$ cat config.mk
export PLATFORM = sky130hd
export DESIGN_NAME = char_literal_escape_decoder_unit
export DESIGN_NICKNAME = d
export VERILOG_FILES = /design/src/sv/cled_pkg.sv /design/src/sv/char_literal_escape_decoder_unit.sv /design/src/sv/cled_step.sv
export SDC_FILE = /design/constraint.sdc
export NUM_CORES = 1
export LEC_CHECK = 0
export BUFFER_PORTS_ARGS = -buffer_cell sky130_fd_sc_hd__buf_4
export CAP_MARGIN = 20
export CORE_MARGIN = 8
export CORE_UTILIZATION = 65
export CTS_CLUSTER_SIZE = 10
export DETAILED_ROUTE_END_ITERATION = 12
export GPL_TIMING_DRIVEN = 1
export PLACE_DENSITY = 0.88
export SYNTH_ARGS = -nofsm -noshare
export SYNTH_HDL_FRONTEND = slang
export SYNTH_SLANG_ARGS = --single-unit
$ cat constraint.sdc
create_clock -name clk -period 6.81 [get_ports clk]
set_input_delay 0 -clock clk [delete_from_list [all_inputs] [get_ports clk]]
set_output_delay 0 -clock clk [all_outputs]
set_load 0.005 [all_outputs]
$ cat src/sv/cled_pkg.sv
package cled_pkg;

	// one input transaction
	typedef struct packed {
		logic [7:0] ch;
		logic       last;
		logic       empty_req;
	} in_t;

	// one result transaction
	typedef struct packed {
		logic [7:0] value;
		logic       invalid;
	} out_t;

	typedef enum logic [1:0] {
		KIND_NONE = 2'd0,
		KIND_BSL  = 2'd1,
		KIND_HEX  = 2'd2,
		KIND_OCT  = 2'd3
	} kind_t;

	// decoder state carried between bytes of one literal
	typedef struct packed {
		logic [1:0] pos;
		kind_t      kind;
		logic [5:0] acc;
		logic       settled;
		logic [7:0] sval;
		logic       sinv;
	} st_t;

	localparam st_t ST_RESET = '{pos: 2'd0, kind: KIND_NONE, acc: 6'd0,
		settled: 1'b0, sval: 8'd0, sinv: 1'b0};

	localparam logic [7:0] CH_BSL   = 8'h5C;
	localparam logic [7:0] CH_X     = 8'h78;
	localparam logic [7:0] CH_NUL   = 8'h00;
	localparam logic [7:0] CH_ZERO  = 8'h30;
	localparam logic [7:0] CH_SEVEN = 8'h37;
	localparam logic [7:0] CH_EIGHT = 8'h38;
	localparam logic [7:0] CH_NINE  = 8'h39;
	localparam logic [7:0] CH_UA    = 8'h41;
	localparam logic [7:0] CH_UF    = 8'h46;
	localparam logic [7:0] CH_LA    = 8'h61;
	localparam logic [7:0] CH_LF    = 8'h66;

	localparam logic [1:0] POS_FIRST_DIG  = 2'd2;
	localparam logic [1:0] POS_SECOND_DIG = 2'd3;
	localparam logic [1:0] POS_AFTER_BSL  = 2'd1;

endpackage

$ cat src/sv/char_literal_escape_decoder_unit.sv
// channel  | handshake          | payload
// ---------+--------------------+-------------------------------------
// input    | in_valid, in_stall | in_data  : ch, last, empty_req
// output   | out_valid,out_stall| out_data : value, invalid
//
// one byte per cycle sustained while in_stall is low; out_valid rises after the
// transaction carrying last or empty_req is taken and has passed the input register,
// then the result register
// the decode step between the two registers is a few byte compares and muxes
// arst_n clears valid flags and decoder state; payload registers are not reset
// in_stall rises only while the result register is full and out_stall is high
// and the byte in the input register would produce a result
module char_literal_escape_decoder_unit (
	input  logic            clk,
	input  logic            arst_n,
	input  logic            in_valid,
	output logic            in_stall,
	input  cled_pkg::in_t   in_data,
	output logic            out_valid,
	input  logic            out_stall,
	output cled_pkg::out_t  out_data
);
	import cled_pkg::*;

	// input register stage
	in_t  item_s1;
	logic vld_s1;

	// decoder state across bytes of one literal
	st_t  st_q;
	st_t  st_nxt;

	// result register
	out_t res_q;
	logic res_vld_q;

	logic has_res;
	out_t res;
	logic res_free;
	logic s1_go;
	logic s1_take;

	cled_step u_step (
		.st      (st_q),
		.item    (item_s1),
		.st_nxt  (st_nxt),
		.has_res (has_res),
		.res     (res)
	);

	// result register can load when empty or being drained this cycle
	assign res_free = !res_vld_q || !out_stall;
	// the byte in stage 1 retires unless it has a result with nowhere to go
	assign s1_go    = !has_res || res_free;
	assign in_stall = vld_s1 && !s1_go;
	assign s1_take  = in_valid && !in_stall;

	always_ff @(posedge clk or negedge arst_n) begin
		if (!arst_n) begin
			vld_s1 <= 1'b0;
		end else begin
			vld_s1 <= s1_take ? 1'b1 : (vld_s1 && !s1_go);
		end
	end

	always_ff @(posedge clk) begin
		if (s1_take) begin
			item_s1 <= in_data;
		end
	end

	// state advances once per retired byte
	always_ff @(posedge clk or negedge arst_n) begin
		if (!arst_n) begin
			st_q <= ST_RESET;
		end else if (vld_s1 && s1_go) begin
			st_q <= st_nxt;
		end
	end

	always_ff @(posedge clk or negedge arst_n) begin
		if (!arst_n) begin
			res_vld_q <= 1'b0;
		end else if (res_free) begin
			res_vld_q <= vld_s1 && has_res;
		end
	end

	always_ff @(posedge clk) begin
		if (res_free && vld_s1 && has_res) begin
			res_q <= res;
		end
	end

	assign out_valid = res_vld_q;
	assign out_data  = res_q;

endmodule

$ cat src/sv/cled_step.sv
module cled_step (
	input  cled_pkg::st_t  st,
	input  cled_pkg::in_t  item,
	output cled_pkg::st_t  st_nxt,
	output logic           has_res,
	output cled_pkg::out_t res
);
	import cled_pkg::*;

	logic       hex_ok;
	logic [3:0] hex_d;
	logic       oct_ok;
	logic [2:0] oct_d;
	logic [8:0] full;
	st_t        t;
	logic [7:0] c;

	// named escapes a b f n r t v, anything else maps to itself
	function automatic logic [7:0] named_esc(input logic [7:0] x);
		logic [7:0] r;
		begin
			case (x)
				8'h61: r = 8'd7;
				8'h62: r = 8'd8;
				8'h66: r = 8'd12;
				8'h6E: r = 8'd10;
				8'h72: r = 8'd13;
				8'h74: r = 8'd9;
				8'h76: r = 8'd11;
				default: r = x;
			endcase
			return r;
		end
	endfunction

	assign c = item.ch;

	always_comb begin
		hex_ok = 1'b1;
		hex_d  = 4'd0;
		if (c >= CH_ZERO && c <= CH_NINE) begin
			hex_d = c[3:0];
		end else if ((c >= CH_UA && c <= CH_UF) || (c >= CH_LA && c <= CH_LF)) begin
			hex_d = 4'(c[2:0] + 3'd1) + 4'd8;
		end else begin
			hex_ok = 1'b0;
		end
		oct_ok = (c >= CH_ZERO && c <= CH_SEVEN);
		oct_d  = c[2:0];
		full   = {st.acc, oct_d};
	end

	// one byte of the literal
	always_comb begin
		t = st;
		if (!st.settled) begin
			unique case (st.kind)
				KIND_NONE: begin
					if (c != CH_BSL) begin
						t.settled = 1'b1;
						t.sval    = c;
					end else begin
						t.kind = KIND_BSL;
						t.pos  = POS_AFTER_BSL;
					end
				end
				KIND_BSL: begin
					if (c == CH_X) begin
						t.kind = KIND_HEX;
						t.pos  = POS_FIRST_DIG;
					end else if (c >= CH_EIGHT && c <= CH_NINE) begin
						t.settled = 1'b1;
						t.sval    = c;
					end else if (oct_ok) begin
						t.kind = KIND_OCT;
						t.acc  = {3'd0, oct_d};
						t.pos  = POS_FIRST_DIG;
					end else if (c == CH_NUL) begin
						t.settled = 1'b1;
						t.sinv    = 1'b1;
					end else begin
						t.settled = 1'b1;
						t.sval    = named_esc(c);
					end
				end
				KIND_HEX: begin
					t.settled = 1'b1;
					if (st.pos == POS_FIRST_DIG) begin
						if (!hex_ok) begin
							t.sinv = 1'b1;
						end else begin
							t.settled = 1'b0;
							t.acc     = {2'd0, hex_d};
							t.pos     = POS_SECOND_DIG;
						end
					end else if (!hex_ok) begin
						t.sval = {4'd0, st.acc[3:0]};
					end else begin
						t.sval = {st.acc[3:0], hex_d};
					end
				end
				KIND_OCT: begin
					t.settled = 1'b1;
					if (!oct_ok) begin
						t.sval = {2'd0, st.acc};
					end else if (st.pos == POS_FIRST_DIG) begin
						t.settled = 1'b0;
						t.acc     = {st.acc[2:0], oct_d};
						t.pos     = POS_SECOND_DIG;
					end else if (full[8]) begin
						t.sinv = 1'b1;
					end else begin
						t.sval = full[7:0];
					end
				end
				default: t = st;
			endcase
		end
	end

	// close the literal on last or empty
	always_comb begin
		has_res = item.empty_req | item.last;
		res     = '{value: 8'd0, invalid: 1'b1};
		if (!item.empty_req) begin
			if (t.settled) begin
				res = '{value: t.sinv ? 8'd0 : t.sval, invalid: t.sinv};
			end else if (t.kind == KIND_HEX && t.pos == POS_SECOND_DIG) begin
				res = '{value: {4'd0, t.acc[3:0]}, invalid: 1'b0};
			end else if (t.kind == KIND_OCT) begin
				res = '{value: {2'd0, t.acc}, invalid: 1'b0};
			end
		end
		st_nxt = has_res ? ST_RESET : t;
	end

endmodule

==> impl_metrics.csv, run 1 <==
group,metric,value,unit
sta,drv_slew,0,
layout,finalNonFillerCells,445,
power_and_ir_drop,total_leakage_power,1.296,nW
yosys,synth.distinct_cells,75,
sta,worst_pin_slew,997.1,ps
clock_tree,cts.clk_slew.worst_paths,90,ps
floorplan,ioPinCount,25,
clock_tree,tritoncts,"done",
clock_tree,postCtsSetupRepairBufs,0,
global_routing,gr-total-overflow,0,
setup_path,cp_slowest_cell,"edfxtp_1",
global_routing,grt_first_pass_wirelength,16720,um
setup_path,reg2reg_from,"item_s1[3]",
sta,min_period_over_period,0.5023,
sta,setup_violations,0,
power_and_ir_drop,internal-power,436.9,uW
setup_path,cp-start-kind,"flip-flop",
power_and_ir_drop,clkPwrFrac,0.326,
setup_path,critPathKind,"reg2reg",
power_and_ir_drop,ir_drop,0.1987,mV
yosys,syn_inst,366,
route,ant_nets,0,
route,drcViolationCount,0,
clock_tree,cts_root_buffer,"clkbuf_8",
floorplan,die_h,85.30,um
sta,slew_headroom,0.3353,
clock_tree,cts_made_buffers,5,
setup_path,cp_num_cells,9,
sta,rsz0062_at_grt,"no",
global_routing,grt_max_degree,25,
power_and_ir_drop,p_per_area,174.4,mW/mm2
placed_design,gp_congestion,0.9780,
clock_tree,clock_latency,300,ps
route,firstDrtPassIters,7,
setup_path,crit_path_cell_trace,"inv_1 -> ha_1 -> or4b_1 -> o2111ai_1 -> nand3_2 -> and2_1 -> a211oi_1 -> nand2_2 -> o32ai_1",
yosys,ys.flop_type,"dfrtp_1",
placed_design,portBuffers,24,
setup_path,cpLargestDelayFamily,"simple AND/OR/NAND/NOR gates",
route,routedWlPerCell,22.92,um
floorplan,die_x,85.30,um
layout,mostFrequentLayoutCells,"nand2_1 (40), nor2_1 (29), a21oi_1 (28)",
floorplan,core,0.004692,mm2
global_routing,grt_use_total,0.2875,
outcome,outcome,"completed",
sta,tns,0,ps
clock_tree,htreeDepth,2,
global_routing,antenna_found_initial,0,
placed_design,preCtsSetupSlack,3465,ps
setup_path,cpPeakStageDelay,570,ps
sta,whs,124.5,ps
power_and_ir_drop,finalPower,616.8,uW
clock_tree,cts_sinks,41,
setup_path,end_kind,"flip-flop",
setup_path,startpoint,"item_s1[3]",
setup_path,critPathRequiredTime,6930,ps
min_path,hp-class,"in2async",
placed_design,dpl.cell_count,424,
layout,n_antenna_cell,0,
yosys,ys_warn_count,0,
layout,num-nets-final,408,
global_routing,grt_pass1_vias,3231,
setup_path,rrSetupSlack,3390,ps
floorplan,rows,25,
power_and_ir_drop,p_comb_frac,0.170,
sta,fin_crit,3421,ps
floorplan,initial_core_util,0.6653,
yosys,syn_area,0.003122,mm2
route,vias_per_cell,7.631,
layout,drive_above_1_share,0.1483,
route,drtIter0Drc,580,
layout,syn_to_final_growth,13.31,%
setup_path,cp_num_buf_inv,1,
route,dr_total_vias,3396,
sta,finalWorstSetupSlack,3389,ps
yosys,syn_nets,384,
yosys,async_flop_share,0.5366,
route,drt-total-wl,10200,um
sta,finalHoldViolCount,0,
yosys,synth-seq-area-share,0.3591,
sta,fin_skew,11.20,ps
power_and_ir_drop,switchingPower,179.9,uW
setup_path,rr_worst_depth,9,
flow_run,cap_violations,0,
clock_tree,cts.path.max_buffers,2,
yosys,syn_area_per_cell,8.529,um2
yosys,synth_edf_count,19,
power_and_ir_drop,seq_power_share,0.504,
setup_path,path_max_fanout,9,
placed_design,dp_hpwl,7077,um
power_and_ir_drop,p_sw_frac,0.2916,
floorplan,die-area,0.007276,mm2
yosys,ys_ff_latch,41,
setup_path,critPathArrivalTime,3540,ps
sta,fmax,0.2923,GHz
layout,final_common_cell,"nand2_1",
[kinds of logic (layout without fill, tap and decap cells)]
| family | count (synthesis) | after routing | synth area share |
|---|---|---|---|
| AO/OA/AOI/OAI | 142 | 142 | 0.3255 |
| AND/OR/NAND/NOR | 139 | 139 | 0.2325 |
| flip-flops | 41 | 41 | 0.3591 |
| buffers and inverters | 33 | 58 | 0.04409 |
| multiplexers | 7 | 7 | 0.02285 |
| adder cells (fa/ha/maj) | 4 | 4 | 0.01603 |
[power groups by stage]
stage          Sequential [mW]  Combinational, mW  Clock [mW]
6_report                 0.311              0.105       0.201
5_1_grt                  0.313              0.114       0.210
4_1_cts                  0.309              0.102       0.203
3_5_place_dp             0.314             0.0958           0
3_3_place_gp             0.313             0.0936           0
2_1_floorplan            0.297             0.0685           0
[path summary, 6_finish.rpt]
check                              end
max reg2reg                out_data[2]
max in group asynchronous     st_q[10]
min reg2reg                    st_q[0]
max                        out_data[2]
min                           st_q[18]
min in group clk            item_s1[6]
[area by class of cell]
class	instances	area [um2]
Multi-Input combinational cell	292	1863
Tap cell	54	67.56
Inverter	10	37.54
Timing Repair Buffer	40	332.8
Clock buffer	5	68.82
Clock inverter	3	46.29
Sequential cell	41	1121
Fill cell	350	1155
[state kept, by name (all words and copies together), names as in the netlist]
| signal | cells |
|---|---|
| item_s1 | 10 |
| vld_s1 | 1 |
| out_valid | 1 |
| st_q | 20 |
| out_data | 9 |
[per-stage QoR]
stage / cell area (um2) / util
6_report: 3537 / 0.7539
5_1_grt: 3537 / 0.7539
4_1_cts: 3537 / 0.7539
3_5_place_dp: 3292 / 0.7016
3_3_place_gp: 3292 / 0.7016
2_1_floorplan: 3122 / -
[layer usage]
layer / vias to the layer above / share of wire / GRT usage
li1: 1483 / - / -
met1: 1559 / 0.40 / 0.3821
met2: 298 / 0.43 / 0.4283
met3: 56 / 0.13 / 0.08880
met4: 0 / 0.037 / 0.1019
met5: - / 0 / 0
[cells in the mapped netlist, drive strengths merged (4+ instances only)]
cell type  number  area (um2)
a21oi          28       140.1
a22o            9       78.83
a31oi           5       31.28
and2            4       25.02
and3            5       31.28
buf             6       36.28
clkbuf         17       63.81
dfrtp          22       550.5
edfxtp         19       570.6
ha              4       50.05
inv            10       37.54
mux2i           6       60.06
nand2          41       156.4
nand3          10       55.05
nand4           6       37.54
nor2           30       115.1
nor2b           4       25.02
nor3            9       45.04
nor4            6       37.54
o211ai          7       52.55
o21a            6       45.04
o21ai          26       130.1
o32ai           6       52.55
or2             5       31.28
[repair_timing]
action,CTS,global route
hold buffers,13,0
resized for setup,0,0
endpoints found under the hold margin,34,0
No activity file was read; power rests on OpenSTA's default activity.
==> run 2: changes to the inputs <==
--- a/config.mk
+++ b/config.mk
@@ -8,11 +8,11 @@
 export BUFFER_PORTS_ARGS = -buffer_cell sky130_fd_sc_hd__buf_4
 export CAP_MARGIN = 20
 export CORE_MARGIN = 8
-export CORE_UTILIZATION = 65
+export CORE_UTILIZATION = 55
 export CTS_CLUSTER_SIZE = 10
 export DETAILED_ROUTE_END_ITERATION = 12
 export GPL_TIMING_DRIVEN = 1
-export PLACE_DENSITY = 0.88
+export PLACE_DENSITY = 0.79
 export SYNTH_ARGS = -nofsm -noshare
 export SYNTH_HDL_FRONTEND = slang
 export SYNTH_SLANG_ARGS = --single-unit
==> constraint.sdc (replaced) <==
create_clock -name clk -period 3.1 [get_ports clk]
set_input_delay 0 -clock clk [delete_from_list [all_inputs] [get_ports clk]]
set_output_delay 0 -clock clk [all_outputs]
set_load 0.005 [all_outputs]
==> run 2 against run 1 <==
Effect of this change: first-iteration DRC count decreased by 6.0%; via count fell by 0.47%; final cell count increased by 8.1%; register-to-register slack got worse by 3300 ps; hold slack improved by 3.8 ps; clock skew decreased by 4.7 ps; final area up 5.0%; die area rose by 15%; global-route usage decreased by 2.7 points; non-clock buffer count grew 18; routed wire length is 5.4% higher; sequential power grew 110%; critical path type unchanged; critical endpoint is now out_data[7]; largest cell class unchanged; highest routed layer unchanged.
==> impl_metrics.csv, run 2 (synthesis results as in run 1) <==
group,metric,value,unit
power_and_ir_drop,p_per_area,372.8,mW/mm2
floorplan,rows,27,
clock_tree,htreeDepth,2,
sta,worst_pin_slew,980.6,ps
placed_design,portBuffers,24,
route,dr_total_vias,3380,
route,firstDrtPassIters,6,
clock_tree,cts.clk_slew.worst_paths,90,ps
layout,regMostFlops,"st_q",
placed_design,place_area,0.003450,mm2
floorplan,core,0.005507,mm2
route,vias_per_cell,7.027,
route,drtIter0Drc,545,
floorplan,ioPinCount,25,
power_and_ir_drop,finalPower,1.385,mW
setup_path,end_kind,"flip-flop",
route,routedWlPerCell,22.34,um
global_routing,grt_pass1_vias,3252,
clock_tree,cts_root_buffer,"clkbuf_8",
sta,finalHoldViolCount,0,
sta,slew_headroom,0.3463,
sta,fin_crit,3016,ps
sta,rsz0062_at_grt,"yes",
clock_tree,cts_made_buffers,5,
sta,drv_slew,0,
sta,fmax,0.3315,GHz
setup_path,path_max_fanout,8,
layout,final_area,0.003715,mm2
clock_tree,clock_latency,300,ps
clock_tree,cts_sinks,41,
layout,drive_above_1_share,0.1980,
floorplan,die_h,91.34,um
global_routing,grt_max_degree,24,
setup_path,critPathRequiredTime,3160,ps
layout,final_common_cell,"buf_4",
outcome,outcome,"completed",
global_routing,antenna_found_initial,0,
placed_design,gp_congestion,0.9929,
clock_tree,tritoncts,"done",
power_and_ir_drop,ir_drop,0.2840,mV
global_routing,gr-total-overflow,0,
sta,setup_violations,0,
layout,finalNonFillerCells,481,
floorplan,die-area,0.008343,mm2
sta,whs,128.3,ps
route,ant_nets,0,
floorplan,die_x,91.34,um
layout,mostFrequentLayoutCells,"buf_4 (45), nand2_1 (40), nor2_1 (28), a21oi_1 (28), o21ai_0 (25)",
route,drt-total-wl,10750,um
global_routing,grt_use_total,0.2607,
layout,largest_reg_flops,20,
placed_design,dp_hpwl,7836,um
sta,min_period_over_period,0.9730,
layout,n_antenna_cell,0,
setup_path,critPathKind,"reg2reg",
floorplan,initial_core_util,0.5669,
setup_path,cp-start-kind,"flip-flop",
layout,num-nets-final,426,
placed_design,dpl.cell_count,460,
min_path,hp-class,"in2async",
power_and_ir_drop,total_leakage_power,1.390,nW
sta,finalWorstSetupSlack,83.71,ps
layout,syn_to_final_growth,19.00,%
sta,fin_skew,6.489,ps
clock_tree,cts.path.max_buffers,2,
flow_run,cap_violations,0,
route,drcViolationCount,0,
placed_design,preCtsSetupSlack,87.56,ps
setup_path,critPathArrivalTime,3070,ps
global_routing,grt_first_pass_wirelength,17460,um
[run 2: worst paths after layout]
kind | startpoint | endpoint | slack (ps) | depth (start not counted)
max | item_s1[8] | out_data[7] | 80 | 7
min | arst_n | st_q[4] | 130 | 2
max reg2reg | item_s1[8] | out_data[7] | 80 | 7
min reg2reg | st_q[0] | st_q[0] | 540 | 1
max in group asynchronous | arst_n | st_q[10] | 2740 | 2
min in group clk | in_data[6] | item_s1[6] | 410 | 2
[run 2: routing by layer]
layer	track usage	part of all wire	routed length, um
met5	0	0	0
met4	0.1173	0.034	360
met3	0.05185	0.095	1016
met2	0.3978	0.45	4859
met1	0.3483	0.42	4510
[run 2: final cells by class]
type	instances	area, um2
Sequential cell	41	1121
Timing Repair Buffer	58	467.9
Inverter	10	37.54
Clock inverter	3	45.04
Clock buffer	5	68.82
Fill cell	459	1792
Tap cell	72	90.09
Multi-Input combinational cell	292	1884
[run 2: metrics by stage]
stage | setup TNS [ps] | util
floorplan | 0 | -
global placement | 0 | 0.6264
detailed placement | 0 | 0.6264
CTS | 0 | 0.6708
global route | -43.98 | 0.6746
finish | 0 | 0.6746
[run 2: power by group]
group	leakage, nW	total, mW	switching, mW	internal, mW
Clock	0.0587	0.455	0.213	0.242
Sequential	0.480	0.665	0.0500	0.615
Combinational	0.851	0.265	0.150	0.115
Total	1.39	1.38	0.413	0.972
[run 2: worst max-delay path, cell delays in order (launching register included)]
cell      delay, ps
edfxtp_1        530
or3_4           460
or4_1           640
o221a_2         360
a22oi_1         280
a211oi_2        140
nand2_2         170
o21ba_2         190
[run 2: repair_timing]
| action | in CTS | in global routing |
|---|---|---|
| endpoints found under the hold margin | 34 | 0 |
| hold buffers | 13 | 0 |
| buffers inserted | 0 | 0 |
| resized for setup | 0 | 5 |
| endpoints found under the setup margin | 0 | 7 |
==> run 3: changes to the inputs <==
--- a/config.mk
+++ b/config.mk
@@ -8,11 +8,12 @@
 export BUFFER_PORTS_ARGS = -buffer_cell sky130_fd_sc_hd__buf_4
 export CAP_MARGIN = 20
 export CORE_MARGIN = 8
-export CORE_UTILIZATION = 55
+export CORE_UTILIZATION = 56
+export CTS_BUF_LIST = sky130_fd_sc_hd__clkbuf_4
 export CTS_CLUSTER_SIZE = 10
 export DETAILED_ROUTE_END_ITERATION = 12
 export GPL_TIMING_DRIVEN = 1
-export PLACE_DENSITY = 0.79
+export PLACE_DENSITY = 0.8
 export SYNTH_ARGS = -nofsm -noshare
 export SYNTH_HDL_FRONTEND = slang
 export SYNTH_SLANG_ARGS = --single-unit
==> run 3 against run 2 <==
Effect of this change: final cell count grew 1.0%; sequential power barely moved; utilization up 1.0 points; critical path type unchanged; power down 5.9%; highest routed layer unchanged; sequential share of layout area decreased by 0.091 points; non-clock buffer count increased by 5; sequential cell count did not move; clock power down 19%; register-to-register slack about the same; routed wire length rose by 1.7%; clock-buffer cell count unchanged; critical path depth unchanged.
==> impl_metrics.csv, run 3 (synthesis results as in run 1) <==
group,metric,value,unit
setup_path,path_max_fanout,10,
setup_path,critPathCapture,"out_data[7]",
setup_path,reg2reg_from,"item_s1[9]",
route,ant_nets,0,
clock_tree,cts_sinks,41,
setup_path,cp_slowest_cell,"or4_1",
sta,setup_violations,0,
route,firstDrtPassIters,6,
setup_path,rr_endpoint,"out_data[7]",
layout,regMostFlops,"st_q",
sta,drv_slew,0,
layout,final_core_util,0.6851,
layout,fillerInstances,446,
setup_path,cpPeakStageDelay,640,ps
setup_path,crit_path_cell_trace,"or3_4 -> or4_1 -> o221a_2 -> a22oi_1 -> a211oi_2 -> nand2_2 -> o21ba_2",
power_and_ir_drop,p_per_area,349.8,mW/mm2
setup_path,cp-start-kind,"flip-flop",
floorplan,die_h,90.66,um
layout,mostFrequentLayoutCells,"buf_4 (50), nand2_1 (40), nor2_1 (28)",
global_routing,grt_max_degree,25,
layout,final_common_cell,"buf_4",
layout,finalNonFillerCells,486,
layout,largest_reg_flops,20,
layout,drive_above_1_share,0.2053,
power_and_ir_drop,total_leakage_power,1.404,nW
sta,min_period_over_period,0.9709,
clock_tree,clock_latency,370,ps
sta,whs,40.55,ps
setup_path,rrSetupSlack,90,ps
route,drcViolationCount,0,
setup_path,cp_num_cells,7,
route,drtIter0Drc,524,
placed_design,portBuffers,24,
sta,finalHoldViolCount,0,
clock_tree,tritoncts,"done",
floorplan,initial_core_util,0.5740,
sta,worst_pin_slew,669.7,ps
route,drt-total-wl,10930,um
setup_path,critPathRequiredTime,3240,ps
sta,tns,0,ps
setup_path,critPathArrivalTime,3150,ps
global_routing,grt_use_total,0.2641,
sta,fmax,0.3323,GHz
layout,syn_to_final_growth,19.36,%
placed_design,preCtsSetupSlack,60.15,ps
global_routing,grt_first_pass_wirelength,17470,um
floorplan,die-area,0.008219,mm2
flow_run,cap_violations,0,
setup_path,cp_num_buf_inv,0,
setup_path,startpoint,"item_s1[9]",
setup_path,critPathKind,"reg2reg",
clock_tree,htreeDepth,2,
global_routing,grt_pass1_vias,3245,
layout,final_area,0.003726,mm2
sta,finalWorstSetupSlack,90.29,ps
floorplan,core,0.005439,mm2
setup_path,cpLargestDelayFamily,"simple AND/OR/NAND/NOR gates",
floorplan,die_x,90.66,um
route,vias_per_cell,7.051,
layout,num-nets-final,431,
placed_design,gp_congestion,1.070,
placed_design,dpl.cell_count,464,
sta,slew_headroom,0.5501,
floorplan,rows,27,
clock_tree,cts_root_buffer,"clkbuf_4",
clock_tree,cts_made_buffers,5,
sta,fin_skew,11.28,ps
floorplan,ioPinCount,25,
outcome,outcome,"completed",
placed_design,place_area,0.003480,mm2
setup_path,end_kind,"flip-flop",
sta,fin_crit,3010,ps
clock_tree,cts.path.max_buffers,2,
global_routing,gr-total-overflow,0,
placed_design,dp_hpwl,7997,um
route,routedWlPerCell,22.48,um
global_routing,antenna_found_initial,0,
power_and_ir_drop,finalPower,1.303,mW
power_and_ir_drop,ir_drop,0.2392,mV
setup_path,rr_worst_depth,7,
min_path,hp-class,"in2async",
route,dr_total_vias,3427,
layout,n_antenna_cell,0,
clock_tree,cts.clk_slew.worst_paths,140,ps
==> run 3: worst reg2reg max path, stage by stage, from the launching register on <==
cell	delay, ps
edfxtp_1	560
or3_4	440
or4_1	640
o221a_2	350
a22oi_1	260
a211oi_2	140
nand2_2	200
o21ba_2	190
==> run 3: power breakdown <==
part | leakage, nW | internal (mW) | switching [mW]
Clock | 0.0389 | 0.167 | 0.200
Sequential | 0.480 | 0.615 | 0.0526
Combinational | 0.885 | 0.120 | 0.150
Total | 1.40 | 0.901 | 0.402
==> run 3: timing repair <==
| action | CTS | global route |
|---|---|---|
| endpoints found under the setup margin | 0 | 10 |
| buffers inserted | 0 | 1 |
| gates resized for setup | 0 | 6 |
| hold buffers | 13 | 0 |
| hold endpoints to repair | 34 | 0 |
==> run 3: worst min-delay path by stage <==
stage	startpoint	endpoint	slack, ps	cells past startpoint
after global placement	arst_n	st_q[6]	-100	1
after global routing	arst_n	vld_s1	70	2
final	arst_n	st_q[6]	40	2
after detailed placement	arst_n	st_q[6]	-80	1
after floorplan	arst_n	out_valid	-300	0
after CTS	arst_n	st_q[18]	60	2
==> run 3: area by class of cell <==
type | count | area, um2 | share of cell area
clock buffers | 5 | 37.54 | 0.01007
multi-input cells | 292 | 1893 | 0.5081
flip-flops and latches | 41 | 1121 | 0.3009
clock inverters | 3 | 41.29 | 0.01108
well taps | 72 | 90.09 | 0.02418
repair buffers | 63 | 505.5 | 0.1357
inverters | 10 | 37.54 | 0.01007
==> run 3: per-layer routing <==
metal | global-route usage | up-vias | share of wire | routed length, um
met3 | 0.05902 | 49 | 0.12 | 1280
met4 | 0.1207 | 0 | 0.037 | 404
met2 | 0.4056 | 260 | 0.46 | 5003
li1 | - | 1529 | - | -
met5 | 0 | - | 0 | 0
met1 | 0.3439 | 1589 | 0.39 | 4238
